<file path="config.mk">
export PLATFORM = sky130hd
export DESIGN_NAME = rkn_back
export DESIGN_NICKNAME = d
export VERILOG_FILES = /design/src/sv/running_kth_nearest_point_defines.svh /design/src/sv/rkn_pkg.sv /design/src/sv/rkn_back.sv
export SDC_FILE = /design/constraint.sdc
export NUM_CORES = 2
export LEC_CHECK = 0
export BUFFER_PORTS_ARGS = -buffer_cell sky130_fd_sc_hd__buf_2
export CORE_MARGIN = 5
export CORE_UTILIZATION = 60
export CTS_BUF_LIST = sky130_fd_sc_hd__clkbuf_16
export DETAILED_ROUTE_END_ITERATION = 8
export PLACE_DENSITY = 0.76
export SYNTH_ARGS = -nofsm -noshare
export SYNTH_HDL_FRONTEND = slang
export SYNTH_SLANG_ARGS = --single-unit
</file>
<file path="constraint.sdc">
create_clock -name clk_i -period 45 [get_ports clk_i]
set_clock_uncertainty 0.15 [all_clocks]
set_input_delay 6.75 -clock clk_i [delete_from_list [all_inputs] [get_ports clk_i]]
set_output_delay 6.75 -clock clk_i [all_outputs]
set_load 0.01 [all_outputs]
</file>
<file path="src/sv/running_kth_nearest_point_defines.svh">
// Assertion macros for the running K-th nearest point block.
`ifndef RUNNING_KTH_NEAREST_POINT_DEFINES_SVH
`define RUNNING_KTH_NEAREST_POINT_DEFINES_SVH

// Same-cycle implication, checked on every rising edge outside reset.
`define RKN_ASSERT_NOW(lbl, ante, cons) \
  lbl: assert property (@(posedge clk_i) disable iff (!rst_ni) (ante) |-> (cons)) \
    else $error("running_kth_nearest_point: same-cycle check failed");

// Next-cycle implication, checked on every rising edge outside reset.
`define RKN_ASSERT_NEXT(lbl, ante, cons) \
  lbl: assert property (@(posedge clk_i) disable iff (!rst_ni) (ante) |=> (cons)) \
    else $error("running_kth_nearest_point: next-cycle check failed");

`endif

</file>
<file path="src/sv/rkn_pkg.sv">
// Package with constants and payload types of the running K-th nearest point block.
package rkn_pkg;

  localparam int MAX_RANK   = 16;
  localparam int COORD_BITS = 16;
  localparam int DIST_BITS  = 2 * COORD_BITS;
  localparam int CNT_BITS   = $clog2(MAX_RANK + 1);
  localparam int IDX_BITS   = (MAX_RANK > 1) ? $clog2(MAX_RANK) : 1;
  localparam int RANK_BITS  = 5;
  localparam int FIFO_DEPTH = 4;
  localparam int FPTR_BITS  = $clog2(FIFO_DEPTH);
  localparam int FCNT_BITS  = $clog2(FIFO_DEPTH + 1);

  typedef struct packed {
    logic signed [COORD_BITS-1:0] point_x;
    logic signed [COORD_BITS-1:0] point_y;
    logic                         want_report;
    logic                         start_set;
  } in_t;

  typedef struct packed {
    logic signed [COORD_BITS-1:0] kth_x;
    logic signed [COORD_BITS-1:0] kth_y;
    logic                         result_valid;
  } out_t;

  typedef struct packed {
    logic signed [COORD_BITS-1:0] x;
    logic signed [COORD_BITS-1:0] y;
    logic        [DIST_BITS-1:0]  dist_sq;
    logic                         want_report;
    logic                         start_set;
  } entry_t;

  typedef struct packed {
    logic full;
    logic empty;
  } fifo_stat_t;

endpackage

</file>
<file path="src/sv/rkn_back.sv">
// Back stage: compare-and-shift sorted store and the result register.
module rkn_back (
  input  logic                 clk_i,
  input  logic                 rst_ni,
  input  logic [rkn_pkg::CNT_BITS-1:0] k_eff_i,
  input  rkn_pkg::entry_t      head_i,
  input  rkn_pkg::fifo_stat_t  fifo_stat_i,
  output logic                 pop_o,
  output logic                 out_valid_o,
  input  logic                 out_stall_i,
  output rkn_pkg::out_t        out_data_o
);
  import rkn_pkg::*;

  logic signed [COORD_BITS-1:0] xs_q [MAX_RANK];
  logic signed [COORD_BITS-1:0] ys_q [MAX_RANK];
  logic        [DIST_BITS-1:0]  ds_q [MAX_RANK];
  logic signed [COORD_BITS-1:0] xs_d [MAX_RANK];
  logic signed [COORD_BITS-1:0] ys_d [MAX_RANK];
  logic        [DIST_BITS-1:0]  ds_d [MAX_RANK];
  logic [CNT_BITS-1:0] cnt_q, cnt_d, cnt_eff;
  logic [MAX_RANK-1:0] ins;
  logic [IDX_BITS-1:0] kidx;
  logic  out_valid_q, out_valid_d;
  out_t  out_q, out_d;

  assign pop_o       = !fifo_stat_i.empty &&
                       (!head_i.want_report || !out_valid_q || !out_stall_i);
  assign out_valid_o = out_valid_q;
  assign out_data_o  = out_q;
  assign kidx        = IDX_BITS'(k_eff_i - CNT_BITS'(1));

  always_comb begin
    logic lt;
    cnt_eff = head_i.start_set ? '0 : cnt_q;
    for (int i = 0; i < MAX_RANK; i++) begin
      lt = (head_i.dist_sq < ds_q[i]) ||
           ((head_i.dist_sq == ds_q[i]) &&
            ((head_i.x < xs_q[i]) || ((head_i.x == xs_q[i]) && (head_i.y < ys_q[i]))));
      ins[i] = (i >= int'(cnt_eff)) || lt;
    end
    for (int i = 0; i < MAX_RANK; i++) begin
      if (ins[i] && (i == 0 || !ins[(i == 0) ? 0 : i - 1])) begin
        xs_d[i] = head_i.x;
        ys_d[i] = head_i.y;
        ds_d[i] = head_i.dist_sq;
      end else if (ins[i]) begin
        xs_d[i] = xs_q[(i == 0) ? 0 : i - 1];
        ys_d[i] = ys_q[(i == 0) ? 0 : i - 1];
        ds_d[i] = ds_q[(i == 0) ? 0 : i - 1];
      end else begin
        xs_d[i] = xs_q[i];
        ys_d[i] = ys_q[i];
        ds_d[i] = ds_q[i];
      end
    end
    cnt_d = (int'(cnt_eff) < MAX_RANK) ? cnt_eff + CNT_BITS'(1) : cnt_eff;
    out_d.result_valid = (cnt_d >= k_eff_i);
    out_d.kth_x = out_d.result_valid ? xs_d[kidx] : '0;
    out_d.kth_y = out_d.result_valid ? ys_d[kidx] : '0;
    if (pop_o && head_i.want_report) begin
      out_valid_d = 1'b1;
    end else if (!out_stall_i) begin
      out_valid_d = 1'b0;
    end else begin
      out_valid_d = out_valid_q;
    end
  end

  always_ff @(posedge clk_i or negedge rst_ni) begin
    if (!rst_ni) begin
      cnt_q       <= '0;
      out_valid_q <= 1'b0;
    end else begin
      if (pop_o) begin
        cnt_q <= cnt_d;
      end
      out_valid_q <= out_valid_d;
    end
  end

  always_ff @(posedge clk_i) begin
    if (pop_o) begin
      for (int i = 0; i < MAX_RANK; i++) begin
        xs_q[i] <= xs_d[i];
        ys_q[i] <= ys_d[i];
        ds_q[i] <= ds_d[i];
      end
      if (head_i.want_report) begin
        out_q <= out_d;
      end
    end
  end

endmodule

</file>
==> impl_summary.md <==
Run status
The checks that failed: max-capacitance violations, max-slew violations. The run finished, with violations left.

Power
The power density over the cells is 33.71 nW/µm². The leakage power summed over all cells is 37.31 nW. The design draws 0.002920 W. The maximum vdd ir drop is 44.24 µV.

Routing
The first-pass iteration count of the detailed router is 9. The number of DRC violations after detailed-routing iteration 0 is 9,762. The ratio of routed vias to standard cells is 6.610. The count of nets left with antenna violations once routing finished came out at 0. The overall via count from detail_route is 67,550. In the routed design, unresolved DRC markers number 0.

In the final routed layout, each cell accounts on average for 25.40 µm. The final routed wirelength across all metal layers is 259.5 mm.

Floorplanning
The cell row count is 133. The die is 374.8 µm tall. Measured along the x axis, the die boundary spans 374.8 µm. The die covers 140,500 µm². For this configuration, the core starts out at a cell density of 60.58%. The core region area is 131,800 µm². The count of pins on the block boundary is 111.

Hold path
The class of the most critical hold timing path is reg -> reg.

Synthesis
In this run the cell area of the synthesized design comes to 79,850 µm². The number of warnings issued by yosys is 0. The post-synthesis sequential area ratio is 39.94%.

After synthesis, the most frequently instantiated cells are inv_1, edfxtp_1, ha_1, a21oi_1, nor2_1. The number of nets in the synthesized netlist is 9,513. The number of instances in the synthesized netlist is 8,419. After synthesis the netlist holds a flip-flop and latch count of 1,063.

The dominant cell by count in the synthesized netlist is inv_1. The post-synthesis cell type with the largest combined area is edfxtp_1. Summed over its instances, the top area cell type makes up 39.75% of the synthesized netlist area. Ranked by total cell area, the synthesized netlist is headed by edfxtp_1, ha_1, inv_1, mux2_2, a21oi_1. The share of flip-flops with an asynchronous set or reset is 0.5644%. The primary flip-flop cell chosen by synthesis mapping is edfxtp_1.

Dividing the synthesized area by the synthesized cell count gives 9.484 µm². The count of unique library cells instantiated by Yosys is 77. The count of flip-flops with a built-in enable after synthesis is 1,057.

Placement
The routability congestion estimate from global placement is 0.9642. The HPWL after detailed placement is 184.3 mm. The worst setup slack after placement is 30.01 ns. The count of port buffers added during placement is 109. The number of placed instances, taps included is 9,981.

Clocking
In this run the deepest clock path goes through 3 buffers. The total clock buffers created by CTS is 120. The clock drives 1,063 sinks. The count of buffers added by post-CTS timing repair for setup is 0. TritonCTS built the clock tree. In this run, post-CTS repair resized a total of 0 instances. Buffers inserted to repair hold after CTS numbered 0. The clock edge transition at the registers on the reported setup and hold paths is 0.06 ns. The clock tree root driver cell is clkbuf_16. The H-tree level count is 3. For the worst-skew pair, the clock arrives at the later sink with an insertion delay of 0.77 ns.

Run
The number of max-cap violations is 1.

Critical path
The register-to-register setup slack is 37.99 ns. The endpoint of the lowest-slack register-to-register path is out_data_o[19]. The arrival time of the worst setup path is 8.13 ns. The beginning of the critical path is head_i[1].

The number of cells on the worst reg-to-reg path is 16. Following the worst setup path forward leads to its endpoint at pop_o. The type of element capturing the critical path is a primary output. In this run the critical register-to-register path is launched from ds_q[0][90]. The start-to-end type of the worst setup path is in -> out. The required time of the critical path is 38.10 ns. The worst setup path is launched from an input port. The highest net fanout along the worst path is 43.

Finish
The count of non-filler cells in the finished layout is 10,220. Relative to the synthesized area, the layout overhead comes to 8.454%. The net count reported at finish is 9,442.

The fraction of final layout cells sized beyond drive strength 1 is 10.07%.

Timing
Setup repair after global routing left no endpoint under its margin. The transition time at the pin with the least slew margin is 1.601 ns. Derived from the worst setup path, the maximum achievable clock frequency is 66.55 MHz.

The worst path uses 33.39% of the clock period. The relative slew slack is -7.749%. Subtracting the final worst setup slack from the clock period gives 15.03 ns. The final-layout setup total negative slack is 0 ns. The final max-slew violation count was 2. Setup violations remaining at the end of the flow were counted as 0. The final hold violation count is 0. The post-layout worst setup margin is 29.97 ns.

Global routing
The first global-routing pass estimated 386.3 mm of wire. The number of global-route vias before repair is 63,680. The initial antenna violation count is 20. The global-route total usage across every layer is 35.62%. After global routing the overflow that remains totals 0. Entering global routing, the biggest net connects 146 pins.
-- cell type report --
type / instances / area (µm²)
Clock buffer: 122 / 3053
Antenna cell: 11 / 27.53
Sequential cell: 1063 / 31890
Multi-Input combinational cell: 5839 / 42560
Timing Repair Buffer: 262 / 1707
Clock inverter: 105 / 1172
Fill cell: 10290 / 45200
Inverter: 1062 / 3994
Tap cell: 1755 / 2196
-- worst max-delay path, cell delays in order --
cell    delay (ns)
buf_2         0.13
a31o_2        0.16
buf_4         0.48
inv_8         0.25
buf_2         0.26
-- flip-flops by register name (all words and copies together) (netlist names) --
name / cells
ds_q: 512
xs_q: 256
ys_q: 256
out_data_o: 33
cnt_q: 5
out_valid_o: 1
-- worst min path at each step --
stage	start	end	slack (ns)	depth (start not counted)
CTS	out_valid_o	out_valid_o	0.37	1
global placement	out_valid_o	out_valid_o	0.33	1
finish	out_valid_o	out_valid_o	0.37	1
global route	out_valid_o	out_valid_o	0.38	1
floorplan	xs_q[0][81]	xs_q[0][81]	0.37	2
detailed placement	out_valid_o	out_valid_o	0.36	1
-- layer usage --
layer  up-vias  part of all wire [%]  GRT usage [%]
met5         -                 0.025              0
met4        10                   3.8          12.43
met3       582                    16          12.78
met2      4286                    39          48.74
met1     31910                    41          51.96
li1      30760                     -              -
-- placed cells by master (no fill, tap or decap), types with 67 or more instances in the layout --
| master | count |
|---|---|
| nor3_1 | 75 |
| clkbuf_16 | 122 |
| a211oi_1 | 134 |
| ha_1 | 1018 |
| o21ai_0 | 537 |
| inv_1 | 1071 |
| a21oi_1 | 724 |
| buf_2 | 109 |
| mux2i_1 | 332 |
| nor4_1 | 90 |
| a21o_1 | 87 |
| nand4_1 | 256 |
| nand2_1 | 634 |
| nor2_1 | 641 |
| nand3_1 | 111 |
| mux2_2 | 326 |
| or3_1 | 67 |
| edfxtp_1 | 1057 |
| buf_4 | 152 |
-- kinds of logic (layout without fill, tap and decap cells) --
family | after synthesis | count (layout) | synth area share [%]
AO/OA/AOI/OAI | 1987 | 1987 | 15.15
XOR/XNOR | 6 | 6 | 0.06583
adder cells (fa/ha/maj) | 1018 | 1018 | 15.95
buffers and inverters | 1517 | 1551 | 7.241
flip-flops | 1063 | 1063 | 39.94
multiplexers | 660 | 660 | 8.786
other | 0 | 11 | 0
AND/OR/NAND/NOR | 2168 | 2168 | 12.86
-- where the power goes --
group | internal [W] | leakage (nW) | switching (W)
Clock | 0.000629 | 2.08 | 0.000439
Combinational | 0.000209 | 24.9 | 0.000372
Sequential | 0.00121 | 10.3 | 0.0000653
-- metrics by stage --
step	area, µm²	util, %	hold WS [ns]
global placement	82350	62.48	0.3349
finish	86600	65.71	0.3714
detailed placement	82350	62.48	0.3595
global route	86580	65.69	0.3838
CTS	86570	65.69	0.3730
floorplan	79850	-	0.3719
(Power assumes the default switching activity.)
