==> config.mk <==
export PLATFORM = sky130hd
export DESIGN_NAME = rkn_front
export DESIGN_NICKNAME = d
export VERILOG_FILES = /design/src/sv/running_kth_nearest_point_defines.svh /design/src/sv/rkn_pkg.sv /design/src/sv/rkn_front.sv
export SDC_FILE = /design/constraint.sdc
export NUM_CORES = 1
export LEC_CHECK = 0
export BUFFER_PORTS_ARGS = -buffer_cell sky130_fd_sc_hd__buf_4
export CORE_ASPECT_RATIO = 1.5
export CORE_UTILIZATION = 40
export DETAILED_ROUTE_END_ITERATION = 10
export GPL_ROUTABILITY_DRIVEN = 0
export PLACE_DENSITY_LB_ADDON = 0.25
export SLEW_MARGIN = 20
export SYNTH_ARGS = -nofsm -noshare
export SYNTH_HDL_FRONTEND = slang
export SYNTH_SLANG_ARGS = --single-unit
==> constraint.sdc <==
create_clock -name clk_i -period 5.6 [get_ports clk_i]
set_input_delay 0.28 -clock clk_i [delete_from_list [all_inputs] [get_ports clk_i]]
set_output_delay 0.28 -clock clk_i [all_outputs]
set_load 0.03 [all_outputs]
==> src/sv/running_kth_nearest_point_defines.svh <==
// Assertion macros for the running K-th nearest point block.
`ifndef RUNNING_KTH_NEAREST_POINT_DEFINES_SVH
`define RUNNING_KTH_NEAREST_POINT_DEFINES_SVH

// Same-cycle implication, checked on every rising edge outside reset.
`define RKN_ASSERT_NOW(lbl, ante, cons) \
  lbl: assert property (@(posedge clk_i) disable iff (!rst_ni) (ante) |-> (cons)) \
    else $error("running_kth_nearest_point: same-cycle check failed");

// Next-cycle implication, checked on every rising edge outside reset.
`define RKN_ASSERT_NEXT(lbl, ante, cons) \
  lbl: assert property (@(posedge clk_i) disable iff (!rst_ni) (ante) |=> (cons)) \
    else $error("running_kth_nearest_point: next-cycle check failed");

`endif

==> src/sv/rkn_pkg.sv <==
// Package with constants and payload types of the running K-th nearest point block.
package rkn_pkg;

  localparam int MAX_RANK   = 16;
  localparam int COORD_BITS = 16;
  localparam int DIST_BITS  = 2 * COORD_BITS;
  localparam int CNT_BITS   = $clog2(MAX_RANK + 1);
  localparam int IDX_BITS   = (MAX_RANK > 1) ? $clog2(MAX_RANK) : 1;
  localparam int RANK_BITS  = 5;
  localparam int FIFO_DEPTH = 4;
  localparam int FPTR_BITS  = $clog2(FIFO_DEPTH);
  localparam int FCNT_BITS  = $clog2(FIFO_DEPTH + 1);

  typedef struct packed {
    logic signed [COORD_BITS-1:0] point_x;
    logic signed [COORD_BITS-1:0] point_y;
    logic                         want_report;
    logic                         start_set;
  } in_t;

  typedef struct packed {
    logic signed [COORD_BITS-1:0] kth_x;
    logic signed [COORD_BITS-1:0] kth_y;
    logic                         result_valid;
  } out_t;

  typedef struct packed {
    logic signed [COORD_BITS-1:0] x;
    logic signed [COORD_BITS-1:0] y;
    logic        [DIST_BITS-1:0]  dist_sq;
    logic                         want_report;
    logic                         start_set;
  } entry_t;

  typedef struct packed {
    logic full;
    logic empty;
  } fifo_stat_t;

endpackage

==> src/sv/rkn_front.sv <==
// Front stage: accepts points and computes their squared distance.
module rkn_front (
  input  logic           clk_i,
  input  logic           rst_ni,
  input  logic           in_valid_i,
  output logic           in_stall_o,
  input  rkn_pkg::in_t   in_data_i,
  input  rkn_pkg::fifo_stat_t fifo_stat_i,
  output logic           push_o,
  output rkn_pkg::entry_t push_data_o
);
  import rkn_pkg::*;

  logic   valid_q, valid_d;
  entry_t entry_q;
  logic   accept;
  logic signed [DIST_BITS-1:0] xx, yy;

  assign push_o      = valid_q && !fifo_stat_i.full;
  assign in_stall_o  = valid_q && fifo_stat_i.full;
  assign accept      = in_valid_i && !in_stall_o;
  assign push_data_o = entry_q;

  always_comb begin
    xx = in_data_i.point_x * in_data_i.point_x;
    yy = in_data_i.point_y * in_data_i.point_y;
    if (accept) begin
      valid_d = 1'b1;
    end else if (push_o) begin
      valid_d = 1'b0;
    end else begin
      valid_d = valid_q;
    end
  end

  always_ff @(posedge clk_i or negedge rst_ni) begin
    if (!rst_ni) begin
      valid_q <= 1'b0;
    end else begin
      valid_q <= valid_d;
    end
  end

  always_ff @(posedge clk_i) begin
    if (accept) begin
      entry_q.x           <= in_data_i.point_x;
      entry_q.y           <= in_data_i.point_y;
      entry_q.dist_sq     <= unsigned'(xx) + unsigned'(yy);
      entry_q.want_report <= in_data_i.want_report;
      entry_q.start_set   <= in_data_i.start_set;
    end
  end

endmodule

==> flow_summary.html <==
<table>
<tr><th>Metric</th><th>Value</th></tr>
<tr><th colspan="2">GRT</th></tr>
<tr><td>Antenna violations before repair</td><td>1</td></tr>
<tr><td>Number of global-route vias before repair</td><td>16,200</td></tr>
<tr><td>Overall track demand over capacity in global routing</td><td>0.222</td></tr>
<tr><td>Pin count of the biggest net entering global routing</td><td>67</td></tr>
<tr><td>Global-route wire length before repair</td><td>82.3 mm</td></tr>
<tr><td>Residual overflow from global routing</td><td>0</td></tr>
<tr><th colspan="2">Finish</th></tr>
<tr><td>Number of antenna diodes</td><td>0</td></tr>
<tr><td>Highest-count cells in the layout ignoring fill and taps</td><td>sky130_fd_sc_hd__inv_1, sky130_fd_sc_hd__fa_1, sky130_fd_sc_hd__buf_4</td></tr>
<tr><td>Register area</td><td>2010 sq um</td></tr>
<tr><td>Multi-input gate area</td><td>15,800 sq um</td></tr>
<tr><td>Most common cell after layout, fill and taps aside</td><td>sky130_fd_sc_hd__inv_1</td></tr>
<tr><td>Share of final-layout standard cells stronger than drive strength 1</td><td>0.273</td></tr>
<tr><td>Area grow syn2layout</td><td>27.0%</td></tr>
<tr><td>Fill cell total of the finished layout</td><td>4,492</td></tr>
<tr><td>Net count, final</td><td>2,999</td></tr>
<tr><th colspan="2">Logic synthesis</th></tr>
<tr><td>Synth unique cells</td><td>53</td></tr>
<tr><td>Gate count after technology mapping</td><td>1,909</td></tr>
<tr><td>Total of flip-flops plus latches after synthesis</td><td>67</td></tr>
<tr><td>Net count after synthesis</td><td>2,617</td></tr>
<tr><td>Post-synthesis mux area share</td><td>0.00165</td></tr>
<tr><td>Area of the mapped netlist</td><td>19,700 sq um</td></tr>
<tr><td>Top FF cell, synth</td><td>sky130_fd_sc_hd__edfxtp_1</td></tr>
<tr><td>Combinational family with the most area after synthesis</td><td>adder cells</td></tr>
<tr><td>Part of the Yosys area used for sequential elements</td><td>0.102</td></tr>
<tr><td>Average instance area after synthesis</td><td>10.3 sq um</td></tr>
<tr><td>Post-synthesis compound-gate area fraction</td><td>0.0277</td></tr>
<tr><td>Post-Synth XOR/XNOR Area</td><td>0.0254</td></tr>
<tr><td>Proportion of synthesized flip-flops having asynchronous set or reset</td><td>0.0149</td></tr>
<tr><td>Count of flip-flops with a built-in enable after synthesis</td><td>66</td></tr>
<tr><td>Number of warnings printed during yosys synthesis</td><td>0</td></tr>
<tr><td>Simple-Gate Fraction of Synth Area</td><td>0.0848</td></tr>
<tr><td>Adder-cell share of the synthesized area</td><td>0.625</td></tr>
<tr><th colspan="2">Clock tree</th></tr>
<tr><td>Maximum number of buffers from clock root to sink</td><td>2</td></tr>
<tr><td>Cell at the root of the clock tree</td><td>sky130_fd_sc_hd__clkbuf_16</td></tr>
<tr><td>Clk_lat worst skew</td><td>380 ps</td></tr>
<tr><td>Number of CTS-inserted buffers</td><td>9</td></tr>
<tr><td>CTS sink cnt</td><td>67</td></tr>
<tr><td>CTS clk-pin slew, worst paths</td><td>70 ps</td></tr>
<tr><td>TritonCTS clock tree</td><td>built</td></tr>
<tr><td>Number of H-tree levels</td><td>3</td></tr>
<tr><th colspan="2">Drt</th></tr>
<tr><td>Ratio of routed vias to standard cells</td><td>4.64</td></tr>
<tr><td>Final antenna-violating net count</td><td>0</td></tr>
<tr><td>DR iter-0 viols</td><td>416</td></tr>
<tr><td>Wire per inst</td><td>17.3 um</td></tr>
<tr><td>Total detailed-routing wirelength</td><td>51.2 mm</td></tr>
<tr><td>DRC Markers</td><td>0</td></tr>
<tr><td>Number of detailed-routing iterations run before antenna repair</td><td>5</td></tr>
<tr><td>Vias</td><td>13,700</td></tr>
<tr><th colspan="2">Floorplanning</th></tr>
<tr><td>Number of primary I/O pins</td><td>107</td></tr>
<tr><td>Total core area</td><td>48,600 sq um</td></tr>
<tr><td>Die outline width</td><td>183 um</td></tr>
<tr><td>Core Rows</td><td>99</td></tr>
<tr><td>Die height</td><td>274 um</td></tr>
<tr><td>Starting density of the core</td><td>0.405</td></tr>
<tr><td>DIE AREA</td><td>50,100 sq um</td></tr>
<tr><th colspan="2">Timing</th></tr>
<tr><td>Final Max Tran Viols</td><td>0</td></tr>
<tr><td>Final hold vios</td><td>0</td></tr>
<tr><td>Worst Tran Pin Value</td><td>1050 ps</td></tr>
<tr><td>Setup violators final</td><td>20</td></tr>
<tr><td>Setup slack after layout</td><td>-1010 ps</td></tr>
<tr><td>Post-route fraction of the period consumed by the critical path</td><td>1.18</td></tr>
<tr><td>Upper clock frequency limit</td><td>151 MHz</td></tr>
<tr><td>Max-slew headroom at the worst pin</td><td>0.299</td></tr>
<tr><td>Shortest period the worst path allows</td><td>6610 ps</td></tr>
<tr><td>Layout Skew</td><td>7.66 ps</td></tr>
<tr><td>Setup Total Neg Slack</td><td>-13,520 ps</td></tr>
<tr><td>RSZ-0062 raised after global routing</td><td>true</td></tr>
<tr><th colspan="2">Status</th></tr>
<tr><td>Run status</td><td>complete, but fails checks</td></tr>
<tr><td>Failing checks</td><td>negative setup slack</td></tr>
<tr><th colspan="2">Setup path</th></tr>
<tr><td>Total stage count of the critical path</td><td>23</td></tr>
<tr><td>Buf+Inv Stages, Crit Path</td><td>5</td></tr>
<tr><td>Chain of cells forming the critical path</td><td>buf_8 &gt; and2_4 &gt; fa_1 &gt; inv_2 &gt; fa_1 &gt; inv_2 &gt; fa_1 &gt; fa_2 &gt; fa_1 &gt; fa_1 &gt; fa_1 &gt; inv_1 &gt; fa_1 &gt; inv_2 &gt; ha_4 &gt; and3_4 &gt; and3_4 &gt; o311ai_4 &gt; a2111oi_4 &gt; o221ai_2 &gt; o2111ai_2 &gt; a21oi_2 &gt; xnor2_1</td></tr>
<tr><td>Most Frequent Cell on Critical Path</td><td>sky130_fd_sc_hd__fa_1</td></tr>
<tr><td>Data required, critical path</td><td>5730 ps</td></tr>
<tr><td>Startpoint of the worst setup timing path</td><td>in_data_i[11]</td></tr>
<tr><td>Arrival time reported for the critical path endpoint</td><td>6740 ps</td></tr>
<tr><td>Critical register-to-register path startpoint</td><td>valid_q</td></tr>
<tr><td>Critical-path maximum fanout</td><td>8</td></tr>
<tr><td>Cell at the slowest stage of the critical path</td><td>sky130_fd_sc_hd__fa_2</td></tr>
<tr><td>Crit path max-delay family</td><td>adder cells</td></tr>
<tr><td>Worst reg-to-reg path cell count</td><td>3</td></tr>
<tr><td>Endpoint of the most critical setup path</td><td>push_data_o[32]</td></tr>
<tr><td>Worst setup slack for register-to-register paths</td><td>3680 ps</td></tr>
<tr><td>Critical Path Max Stage Delay</td><td>620 ps</td></tr>
<tr><td>Worst flop-to-flop path endpoint</td><td>push_data_o[61]</td></tr>
<tr><td>Kind of start point of the critical path</td><td>input port</td></tr>
<tr><td>Setup Crit Path Kind</td><td>in -&gt; reg</td></tr>
<tr><td>Crit end category</td><td>flop</td></tr>
<tr><th colspan="2">Run</th></tr>
<tr><td>Count of maximum capacitance violations</td><td>0</td></tr>
<tr><th colspan="2">Worst hold path</th></tr>
<tr><td>Type of the most critical hold path</td><td>in -&gt; reg</td></tr>
<tr><th colspan="2">Placed design</th></tr>
<tr><td>Quantity of I/O buffers inserted on ports</td><td>105</td></tr>
<tr><td>DP HPWL</td><td>45.3 mm</td></tr>
</table>
synth_stat cells, types with 3 or more instances:
library cell | n | share of area
sky130_fd_sc_hd__and3_1 | 7 | 0.0022
sky130_fd_sc_hd__nor2b_1 | 21 | 0.0067
sky130_fd_sc_hd__edfxtp_1 | 66 | 0.10
sky130_fd_sc_hd__o21ai_0 | 8 | 0.0020
sky130_fd_sc_hd__a21o_1 | 10 | 0.0038
sky130_fd_sc_hd__nand2b_1 | 9 | 0.0029
sky130_fd_sc_hd__and2_1 | 96 | 0.031
sky130_fd_sc_hd__fa_1 | 522 | 0.53
sky130_fd_sc_hd__a31o_2 | 3 | 0.0013
sky130_fd_sc_hd__ha_1 | 147 | 0.094
sky130_fd_sc_hd__or2_2 | 4 | 0.0013
sky130_fd_sc_hd__o21bai_1 | 7 | 0.0027
sky130_fd_sc_hd__nor3_1 | 6 | 0.0015
sky130_fd_sc_hd__xor2_1 | 8 | 0.0036
sky130_fd_sc_hd__nand3_1 | 3 | 0.00076
sky130_fd_sc_hd__nor2_1 | 42 | 0.0080
sky130_fd_sc_hd__a21oi_1 | 19 | 0.0048
sky130_fd_sc_hd__clkbuf_1 | 43 | 0.0082
sky130_fd_sc_hd__xnor2_1 | 49 | 0.022
sky130_fd_sc_hd__nand2_1 | 146 | 0.028
sky130_fd_sc_hd__a211oi_1 | 4 | 0.0015
sky130_fd_sc_hd__inv_1 | 653 | 0.12
layout make-up:
cell class                 instances  share of cell area
timing repair buffer             417               0.142
clock inverter                     7             0.00331
inverter                         653              0.0985
clock buffer                       9             0.00902
sequential                        67              0.0803
tap                              656              0.0329
multi-input combinational       1143               0.634
sequential cells by signal (all words and copies together) (netlist names):
name	cells
push_data_o	66
valid_q	1
per-layer routing:
| layer | vias to the layer above | wire (um) | global-route usage |
|---|---|---|---|
| li1 | 6173 | - | - |
| met1 | 7163 | 15500 | 0.206 |
| met2 | 236 | 32000 | 0.470 |
| met3 | 109 | 1060 | 0.0182 |
| met4 | 2 | 2630 | 0.106 |
| met5 | - | 12 | 0 |
worst min-delay path by stage:
stage	slack [ps]	cells past startpoint	endpoint	startpoint
2_1_floorplan	-20	0	valid_q	rst_ni
3_3_place_gp	60	1	valid_q	rst_ni
3_5_place_dp	60	1	valid_q	rst_ni
4_1_cts	60	1	push_data_o[0]	in_data_i[0]
5_1_grt	70	1	push_data_o[0]	in_data_i[0]
6_report	70	1	push_data_o[1]	in_data_i[1]
per-stage QoR:
step	util	instance area, sq um	instances	hold WS [ps]	worst slack, ps
2_1_floorplan	-	20200	1909	-15.6	-969
3_3_place_gp	0.486	23600	2906	55.5	-1340
3_5_place_dp	0.486	23600	2906	58.8	-1430
4_1_cts	0.508	24700	2943	56.8	-978
5_1_grt	0.514	25000	2952	68.9	-1240
6_report	0.514	25000	2952	74.0	-1010
kinds of logic (layout without fill, tap and decap cells):
family	after synthesis	after routing
compound gates	72	72
fa+ha+maj	669	669
xor+xnor	57	57
mux	3	3
simple gates	342	342
flops	67	67
buf+inv	699	1086
worst register-to-register path, delay by kind of cell, from the launching register on:
kind | cells | cell delay [ps]
flip-flops | 1 | 380
buffers and inverters | 1 | 710
AND/OR/NAND/NOR | 2 | 310
what timing repair did:
action | 4_1_cts | 5_1_grt
endpoints found under the setup margin | 22 | 22
hold endpoints to repair | 1 | 0
hold buffers | 1 | 0
pin swaps | 90 | 83
buffers inserted | 27 | 12
gates resized for setup | 157 | 72
Power is left out: the tool's default activity adds up to more than one toggle a clock period on the data nets, which glitch-free logic cannot reach.
