===== src/sv/running_kth_nearest_point_defines.svh =====
// Assertion macros for the running K-th nearest point block.
`ifndef RUNNING_KTH_NEAREST_POINT_DEFINES_SVH
`define RUNNING_KTH_NEAREST_POINT_DEFINES_SVH

// Same-cycle implication, checked on every rising edge outside reset.
`define RKN_ASSERT_NOW(lbl, ante, cons) \
  lbl: assert property (@(posedge clk_i) disable iff (!rst_ni) (ante) |-> (cons)) \
    else $error("running_kth_nearest_point: same-cycle check failed");

// Next-cycle implication, checked on every rising edge outside reset.
`define RKN_ASSERT_NEXT(lbl, ante, cons) \
  lbl: assert property (@(posedge clk_i) disable iff (!rst_ni) (ante) |=> (cons)) \
    else $error("running_kth_nearest_point: next-cycle check failed");

`endif


===== src/sv/rkn_pkg.sv =====
// Package with constants and payload types of the running K-th nearest point block.
package rkn_pkg;

  localparam int MAX_RANK   = 16;
  localparam int COORD_BITS = 16;
  localparam int DIST_BITS  = 2 * COORD_BITS;
  localparam int CNT_BITS   = $clog2(MAX_RANK + 1);
  localparam int IDX_BITS   = (MAX_RANK > 1) ? $clog2(MAX_RANK) : 1;
  localparam int RANK_BITS  = 5;
  localparam int FIFO_DEPTH = 4;
  localparam int FPTR_BITS  = $clog2(FIFO_DEPTH);
  localparam int FCNT_BITS  = $clog2(FIFO_DEPTH + 1);

  typedef struct packed {
    logic signed [COORD_BITS-1:0] point_x;
    logic signed [COORD_BITS-1:0] point_y;
    logic                         want_report;
    logic                         start_set;
  } in_t;

  typedef struct packed {
    logic signed [COORD_BITS-1:0] kth_x;
    logic signed [COORD_BITS-1:0] kth_y;
    logic                         result_valid;
  } out_t;

  typedef struct packed {
    logic signed [COORD_BITS-1:0] x;
    logic signed [COORD_BITS-1:0] y;
    logic        [DIST_BITS-1:0]  dist_sq;
    logic                         want_report;
    logic                         start_set;
  } entry_t;

  typedef struct packed {
    logic full;
    logic empty;
  } fifo_stat_t;

endpackage


===== src/sv/rkn_fifo.sv =====
// Short queue between the front stage and the sorted store.
module rkn_fifo (
  input  logic                clk_i,
  input  logic                rst_ni,
  input  logic                push_i,
  input  rkn_pkg::entry_t     push_data_i,
  input  logic                pop_i,
  output rkn_pkg::entry_t     head_o,
  output rkn_pkg::fifo_stat_t stat_o
);
  import rkn_pkg::*;

  entry_t                mem_q [FIFO_DEPTH];
  logic [FPTR_BITS-1:0]  wr_ptr_q, rd_ptr_q;
  logic [FCNT_BITS-1:0]  cnt_q, cnt_d;
  logic                  do_push, do_pop;

  assign stat_o.full  = (int'(cnt_q) == FIFO_DEPTH);
  assign stat_o.empty = (cnt_q == '0);
  assign do_push      = push_i && !stat_o.full;
  assign do_pop       = pop_i && !stat_o.empty;
  assign head_o       = mem_q[rd_ptr_q];

  always_comb begin
    cnt_d = cnt_q;
    if (do_push && !do_pop) begin
      cnt_d = cnt_q + FCNT_BITS'(1);
    end else if (do_pop && !do_push) begin
      cnt_d = cnt_q - FCNT_BITS'(1);
    end
  end

  always_ff @(posedge clk_i or negedge rst_ni) begin
    if (!rst_ni) begin
      wr_ptr_q <= '0;
      rd_ptr_q <= '0;
      cnt_q    <= '0;
    end else begin
      if (do_push) begin
        wr_ptr_q <= wr_ptr_q + FPTR_BITS'(1);
      end
      if (do_pop) begin
        rd_ptr_q <= rd_ptr_q + FPTR_BITS'(1);
      end
      cnt_q <= cnt_d;
    end
  end

  always_ff @(posedge clk_i) begin
    if (do_push) begin
      mem_q[wr_ptr_q] <= push_data_i;
    end
  end

endmodule


===== config.mk =====
export PLATFORM = sky130hd
export DESIGN_NAME = rkn_fifo
export DESIGN_NICKNAME = d
export VERILOG_FILES = /design/src/sv/running_kth_nearest_point_defines.svh /design/src/sv/rkn_pkg.sv /design/src/sv/rkn_fifo.sv
export SDC_FILE = /design/constraint.sdc
export NUM_CORES = 1
export LEC_CHECK = 0
export BUFFER_PORTS_ARGS = -buffer_cell sky130_fd_sc_hd__buf_4
export CORE_AREA = 2 2 161 163
export CTS_BUF_LIST = sky130_fd_sc_hd__clkbuf_8
export CTS_CLUSTER_DIAMETER = 80
export DETAILED_ROUTE_END_ITERATION = 10
export DIE_AREA = 0 0 163 165
export GPL_TIMING_DRIVEN = 1
export PLACE_DENSITY = 0.68
export SLEW_MARGIN = 20
export SYNTH_ARGS = -nofsm -noshare
export SYNTH_HDL_FRONTEND = slang
export SYNTH_SLANG_ARGS = --single-unit

===== constraint.sdc =====
create_clock -name clk_i -period 2.6 [get_ports clk_i]
set_input_delay 0.39 -clock clk_i [delete_from_list [all_inputs] [get_ports clk_i]]
set_output_delay 0.39 -clock clk_i [all_outputs]
set_load 0.05 [all_outputs]

==> metrics.yaml, run 1 <==
status: "completed"
path_common_cell: "buf_4"
worstPathMaxFanout: 11
grt_pass1_wl_um: 27600
p_leak_nw: 4.28
synthToLayoutAreaGrowth_pct: 23.8
max_freq_mhz: 408
syn_inst: 381
fp.dieW_um: 163
dieArea_um2: 26900
total_power_mw: 16.1
layout_setup_ws_ps: 149
synth_compound_area_frac: 0
crit_path_end_kind: "primary output"
gp_congestion: 0.673
fin_area_um2: 12300
drtPass1Iterations: 4
finalHoldViolCount: 0
first_global_vias: 5065
dpl_cell_area_um2: 11500
drcViolationCount: 0
hold_path.class: "in -> reg"
clock_power_share: 0.208
required_ps: 2210
place_hpwl_um: 11200
maxSlewHeadroom: 0.661
clk_path_buf_depth: 3
detailedPlace.worstSlack_ps: 371
wl_um: 18100
synth_area_um2: 9960
fin_util: 0.492
clock-root-buffer: "clkbuf_8"
cts_tree: "built"
ys_seq_elements: 271
arrival_ps: 2060
drt_iter0_markers: 270
stdcell_count: 928
synth_area_per_cell_um2: 26.1
rsz0062_at_grt: "false"
crit_chain: "buf_4 > mux4_2 > buf_4"
fin_skew_ps: 22.4
drv_slew: 0
mostFrequentLayoutCell: "edfxtp_1"
critPathMaxStageDelay_ps: 550
pin_count: 138
row_count: 58
path_class: "reg -> out"
worst_hold_slack_ps: 67.0
cts_max_level: 2
final_layout_size_suffix_gt1_frac: 0.472
min_period_ps: 2450
internal_power_mw: 9.98
portBuffers: 137
finalSetupViolCount: 0
synthXorXnorAreaFrac: 0.00528
grt_overflow: 0
yosys_warnings: 0
start_kind: "flop"
vias_per_cell: 4.83
irDropWorstVdd_uv: 686
grt_max_degree: 31
min_period_over_period: 0.943
start_util: 0.398
slowest_stage: "mux4_2"
maxCapViolations: 0
p_comb_frac: 0.413
grt_antenna_before_repair: 1
fillers: 2057
cts_buffers: 44
clk_pin_slew_ps: 60
fin_setup_tns_ps: 0
powerDensity_nw_per_um2: 1300
synthMuxAreaShare: 0.151
die_h_um: 165
drt-wirelength-per-cell_um: 19.5
cts.sinks: 271
netSwitchingFraction: 0.379
clkLatencyLatePin_ps: 520
tightest_slew_ps: 507
ys_seq_area_frac: 0.813
synth_cell_type_count: 21
synth_fa_ha_area_frac: 0.00829
synth_fp_nets: 457
seqPwrFrac: 0.379
drtAntennaViolNets: 0
p_sw_mw: 6.09
final_nets: 641
synth-simple-area-share: 0.00628
place_inst: 846
final_cell_mix: "edfxtp_1, buf_4, mux4_2"
synth_top_family_by_area: "multiplexers"
antennaDiodeCount: 0
grt.total_usage: 0.137
dr_total_vias: 4483
floorplan.core_area_um2: 25000
worst max-delay path, delay by kind of cell (launching register included):
family,cells,cell delay [ps]
buf+inv,2,490
flops,1,500
mux,1,550
synth_stat cells:
library cell	count	area, um2
and2_1	4	25.0
buf_1	3	11.3
buf_12	3	60.1
buf_2	5	25.0
buf_4	4	30.0
buf_6	1	11.3
dfrtp_1	7	175
edfxtp_1	264	7930
fa_1	1	20.0
ha_1	5	62.6
inv_1	4	15.0
mux2_2	2	22.5
mux4_2	66	1490
nand2_1	1	3.75
nand3_1	1	5.00
nor2_1	1	3.75
nor2b_1	1	6.26
nor3b_2	1	12.5
or3_1	1	6.26
xnor2_1	4	35.0
xor2_1	2	17.5
final timing paths:
| kind | endpoint | cells past startpoint | slack, ps | startpoint |
|---|---|---|---|---|
| max in group asynchronous | rd_ptr_q[1] | 2 | 2240 | rst_ni |
| worst min register to register | cnt_q[2] | 1 | 490 | cnt_q[2] |
| worst min-delay path | mem_q[3][5] | 1 | 70 | push_data_i[5] |
| worst max-delay path | head_o[33] | 3 | 150 | rd_ptr_q[0] |
| min in group asynchronous | wr_ptr_q[1] | 2 | 210 | rst_ni |
| worst max register to register | cnt_q[2] | 8 | 360 | cnt_q[2] |
cell families (layout without fill, tap and decap cells):
| group | Yosys count | in the layout |
|---|---|---|
| xor+xnor | 6 | 6 |
| buf+inv | 20 | 237 |
| simple gates | 10 | 10 |
| mux | 68 | 68 |
| fa+ha+maj | 6 | 6 |
| flops | 271 | 271 |
power by group through the flow:
| stage | registers (mW) | clock network [mW] | logic (mW) |
|---|---|---|---|
| floorplan | 6.02 | 0 | 4.91 |
| global placement | 6.18 | 0 | 6.62 |
| detailed placement | 6.25 | 0 | 6.67 |
| CTS | 6.10 | 3.45 | 6.78 |
| global route | 6.16 | 3.64 | 7.02 |
| finish | 6.09 | 3.35 | 6.63 |
area by class of cell:
class                      count  area, um2  share of cell area
sequential                   271       8110               0.658
multi-input combinational     90       1720               0.139
inverter                       4       15.0             0.00122
timing repair buffer         154       1260               0.102
tap                          330        413              0.0335
clock buffer                  45        619              0.0502
clock inverter                34        193              0.0156
registers in the layout (all words and copies together) (netlist names):
name / flops
wr_ptr_q: 2
mem_q: 264
rd_ptr_q: 2
cnt_q: 3
timing repair:
item                                    in CTS  in global routing
gates cloned                                 0                  0
setup buffers                                2                  0
endpoints found under the setup margin      54                 17
pin swaps                                    0                  0
gates resized for setup                      0                  1
hold buffers                                 1                  0
hold endpoints to repair                     7                  0
layer usage:
layer	vias up	share of wire	track usage
met5	-	0.00066	0
met4	2	0.016	0.0426
met3	32	0.060	0.0394
met2	128	0.53	0.244
met1	2319	0.39	0.161
li1	2002	-	-
(Power assumes the default switching activity.)
==> inputs of run 2 (changes only) <==
Settings changed: RECOVER_POWER set to 25.
==> metrics.yaml, run 2 (same netlist as run 1, synthesis figures left out) <==
status: "completed"  # unchanged
cts_tree: "built"  # unchanged
p_comb_frac: 0.412  # was 0.413
finalSetupViolCount: 0  # unchanged
vias_per_cell: 4.85  # was 4.83
final_nets: 641  # unchanged
top_regs: "mem_q (264), cnt_q (3)"  # unchanged
die_h_um: 165  # unchanged
maxCapViolations: 0  # unchanged
clk_pin_slew_ps: 60  # about the same
drt_iter0_markers: 273  # was 270
clk_path_buf_depth: 3  # unchanged
dieArea_um2: 26900  # unchanged
cts_max_level: 2  # unchanged
dpl_cell_area_um2: 11500  # unchanged
required_ps: 2210  # about the same
drtPass1Iterations: 4  # unchanged
mostFrequentLayoutCell: "edfxtp_1"  # unchanged
crit_path_end_kind: "primary output"  # unchanged
grt_pass1_wl_um: 27600  # unchanged
irDropWorstVdd_uv: 685  # was 686 uV
regArea_um2: 8110  # unchanged
row_count: 58  # unchanged
powerDensity_nw_per_um2: 1320  # was 1300 nW/um2
r2r_end: "cnt_q[2]"  # unchanged
min-delay-start: "push_data_i[56]"  # was push_data_i[5]
dr_total_vias: 4497  # was 4,483
seqPwrFrac: 0.379  # about the same
maxSlewHeadroom: 0.660  # was 0.661
max_flop_register: "mem_q"  # unchanged
portBuffers: 137  # unchanged
antennaDiodeCount: 0  # unchanged
min_to: "mem_q[0][56]"  # was mem_q[3][5]
largest_reg_flops: 264  # unchanged
max_freq_mhz: 408  # about the same
fillers: 2093  # was 2,057
fin_skew_ps: 21.0  # was 22.4 ps
drv_slew: 0  # unchanged
reg2reg_depth: 8  # unchanged
worst_hold_path.num_cells: 1  # unchanged
hold_path.class: "in -> reg"  # unchanged
drt-wirelength-per-cell_um: 19.4  # was 19.5 um
fp.dieW_um: 163  # unchanged
rr_startpoint: "cnt_q[2]"  # unchanged
pin_count: 138  # unchanged
start_util: 0.398  # unchanged
p_leak_nw: 4.11  # was 4.28 nW
clkLatencyLatePin_ps: 520  # about the same
first_global_vias: 5065  # unchanged
r2r_setup_slack_ps: 360  # about the same
p_sw_mw: 6.09  # about the same
start_kind: "flop"  # unchanged
final_cell_mix: "edfxtp_1, buf_4, mux4_2"  # unchanged
fin_setup_tns_ps: 0  # unchanged
synthToLayoutAreaGrowth_pct: 22.0  # was 23.8%
total_power_mw: 16.0  # was 16.1 mW
grt_max_degree: 31  # unchanged
path_class: "reg -> out"  # unchanged
place_hpwl_um: 11200  # unchanged
min_period_ps: 2450  # about the same
clock-root-buffer: "clkbuf_8"  # unchanged
arrival_ps: 2060  # about the same
cts.sinks: 271  # unchanged
tightest_slew_ps: 509  # was 507 ps
gp_congestion: 0.673  # unchanged
grt.total_usage: 0.137  # unchanged
rsz0062_at_grt: "false"  # unchanged
drcViolationCount: 0  # unchanged
clock_power_share: 0.209  # was 0.208
floorplan.core_area_um2: 25000  # unchanged
grt_overflow: 0  # unchanged
internal_power_mw: 9.95  # was 9.98 mW
cts_buffers: 44  # unchanged
worstPathMaxFanout: 11  # unchanged
drtAntennaViolNets: 0  # unchanged
grt_antenna_before_repair: 1  # unchanged
multiInputGateArea_um2: 1720  # unchanged
fin_area_um2: 12200  # was 12,300 um2
finalHoldViolCount: 0  # unchanged
min_period_over_period: 0.942  # was 0.943
netSwitchingFraction: 0.380  # was 0.379
final_layout_size_suffix_gt1_frac: 0.393  # was 0.472
wl_um: 18000  # was 18,100 um
-- run 2: cell types whose count changed in the layout (fill, tap and decap cells not counted) --
cell,change
buf_4,-47
clkbuf_1,+47
-- run 2: metrics by stage --
stage,utilization,worst slack [ps],std cells,hold slack [ps]
floorplan,-,153,381,94.4
global placement,0.459,451,846,207
detailed placement,0.459,371,846,210
CTS,0.492,11.0,928,30.2
global route,0.485,15.7,928,44.9
finish,0.485,150,928,79.5
-- run 2: layout make-up --
class	instances	share of cell area
Clock buffer	45	0.0510
Clock inverter	34	0.0159
Inverter	4	0.00124
Multi-Input combinational cell	90	0.141
Sequential cell	271	0.667
Tap cell	330	0.0340
Timing Repair Buffer	154	0.0894
-- run 2: power groups by stage --
| stage | Clock, mW | Combinational, mW | Sequential [mW] |
|---|---|---|---|
| after floorplan | 0 | 4.91 | 6.02 |
| after global placement | 0 | 6.62 | 6.18 |
| after detailed placement | 0 | 6.67 | 6.25 |
| after CTS | 3.45 | 6.78 | 6.10 |
| after global routing | 3.64 | 6.99 | 6.16 |
| final | 3.35 | 6.60 | 6.09 |
-- run 2: critical path, stage by stage (launching register included) --
cell and delay, ps:
dfrtp_4 500, buf_4 280, mux4_2 550, buf_4 210
-- run 2: timing repair --
action,4_1_cts,5_1_grt
setup endpoints to repair,54,17
buffers inserted,2,0
gates resized for setup,0,1
hold buffers,1,0
hold endpoints to repair,7,0
-- run 2: per-layer routing --
layer  GRT usage  share of wire  vias up
met4      0.0426          0.016        2
met1       0.161           0.39     2327
met3      0.0394          0.062       32
met2       0.244           0.53      133
li1            -              -     2003
met5           0        0.00067        -
-- run 2: how the worst max path moves through the flow --
stage,startpoint,end,slack [ps],cells after the start
finish,rd_ptr_q[0],head_o[33],150,3
global route,rd_ptr_q[0],head_o[32],20,3
CTS,rd_ptr_q[1],head_o[52],10,3
detailed placement,cnt_q[2],mem_q[1][4],370,4
global placement,cnt_q[2],cnt_q[2],450,8
floorplan,cnt_q[0],cnt_q[1],150,7
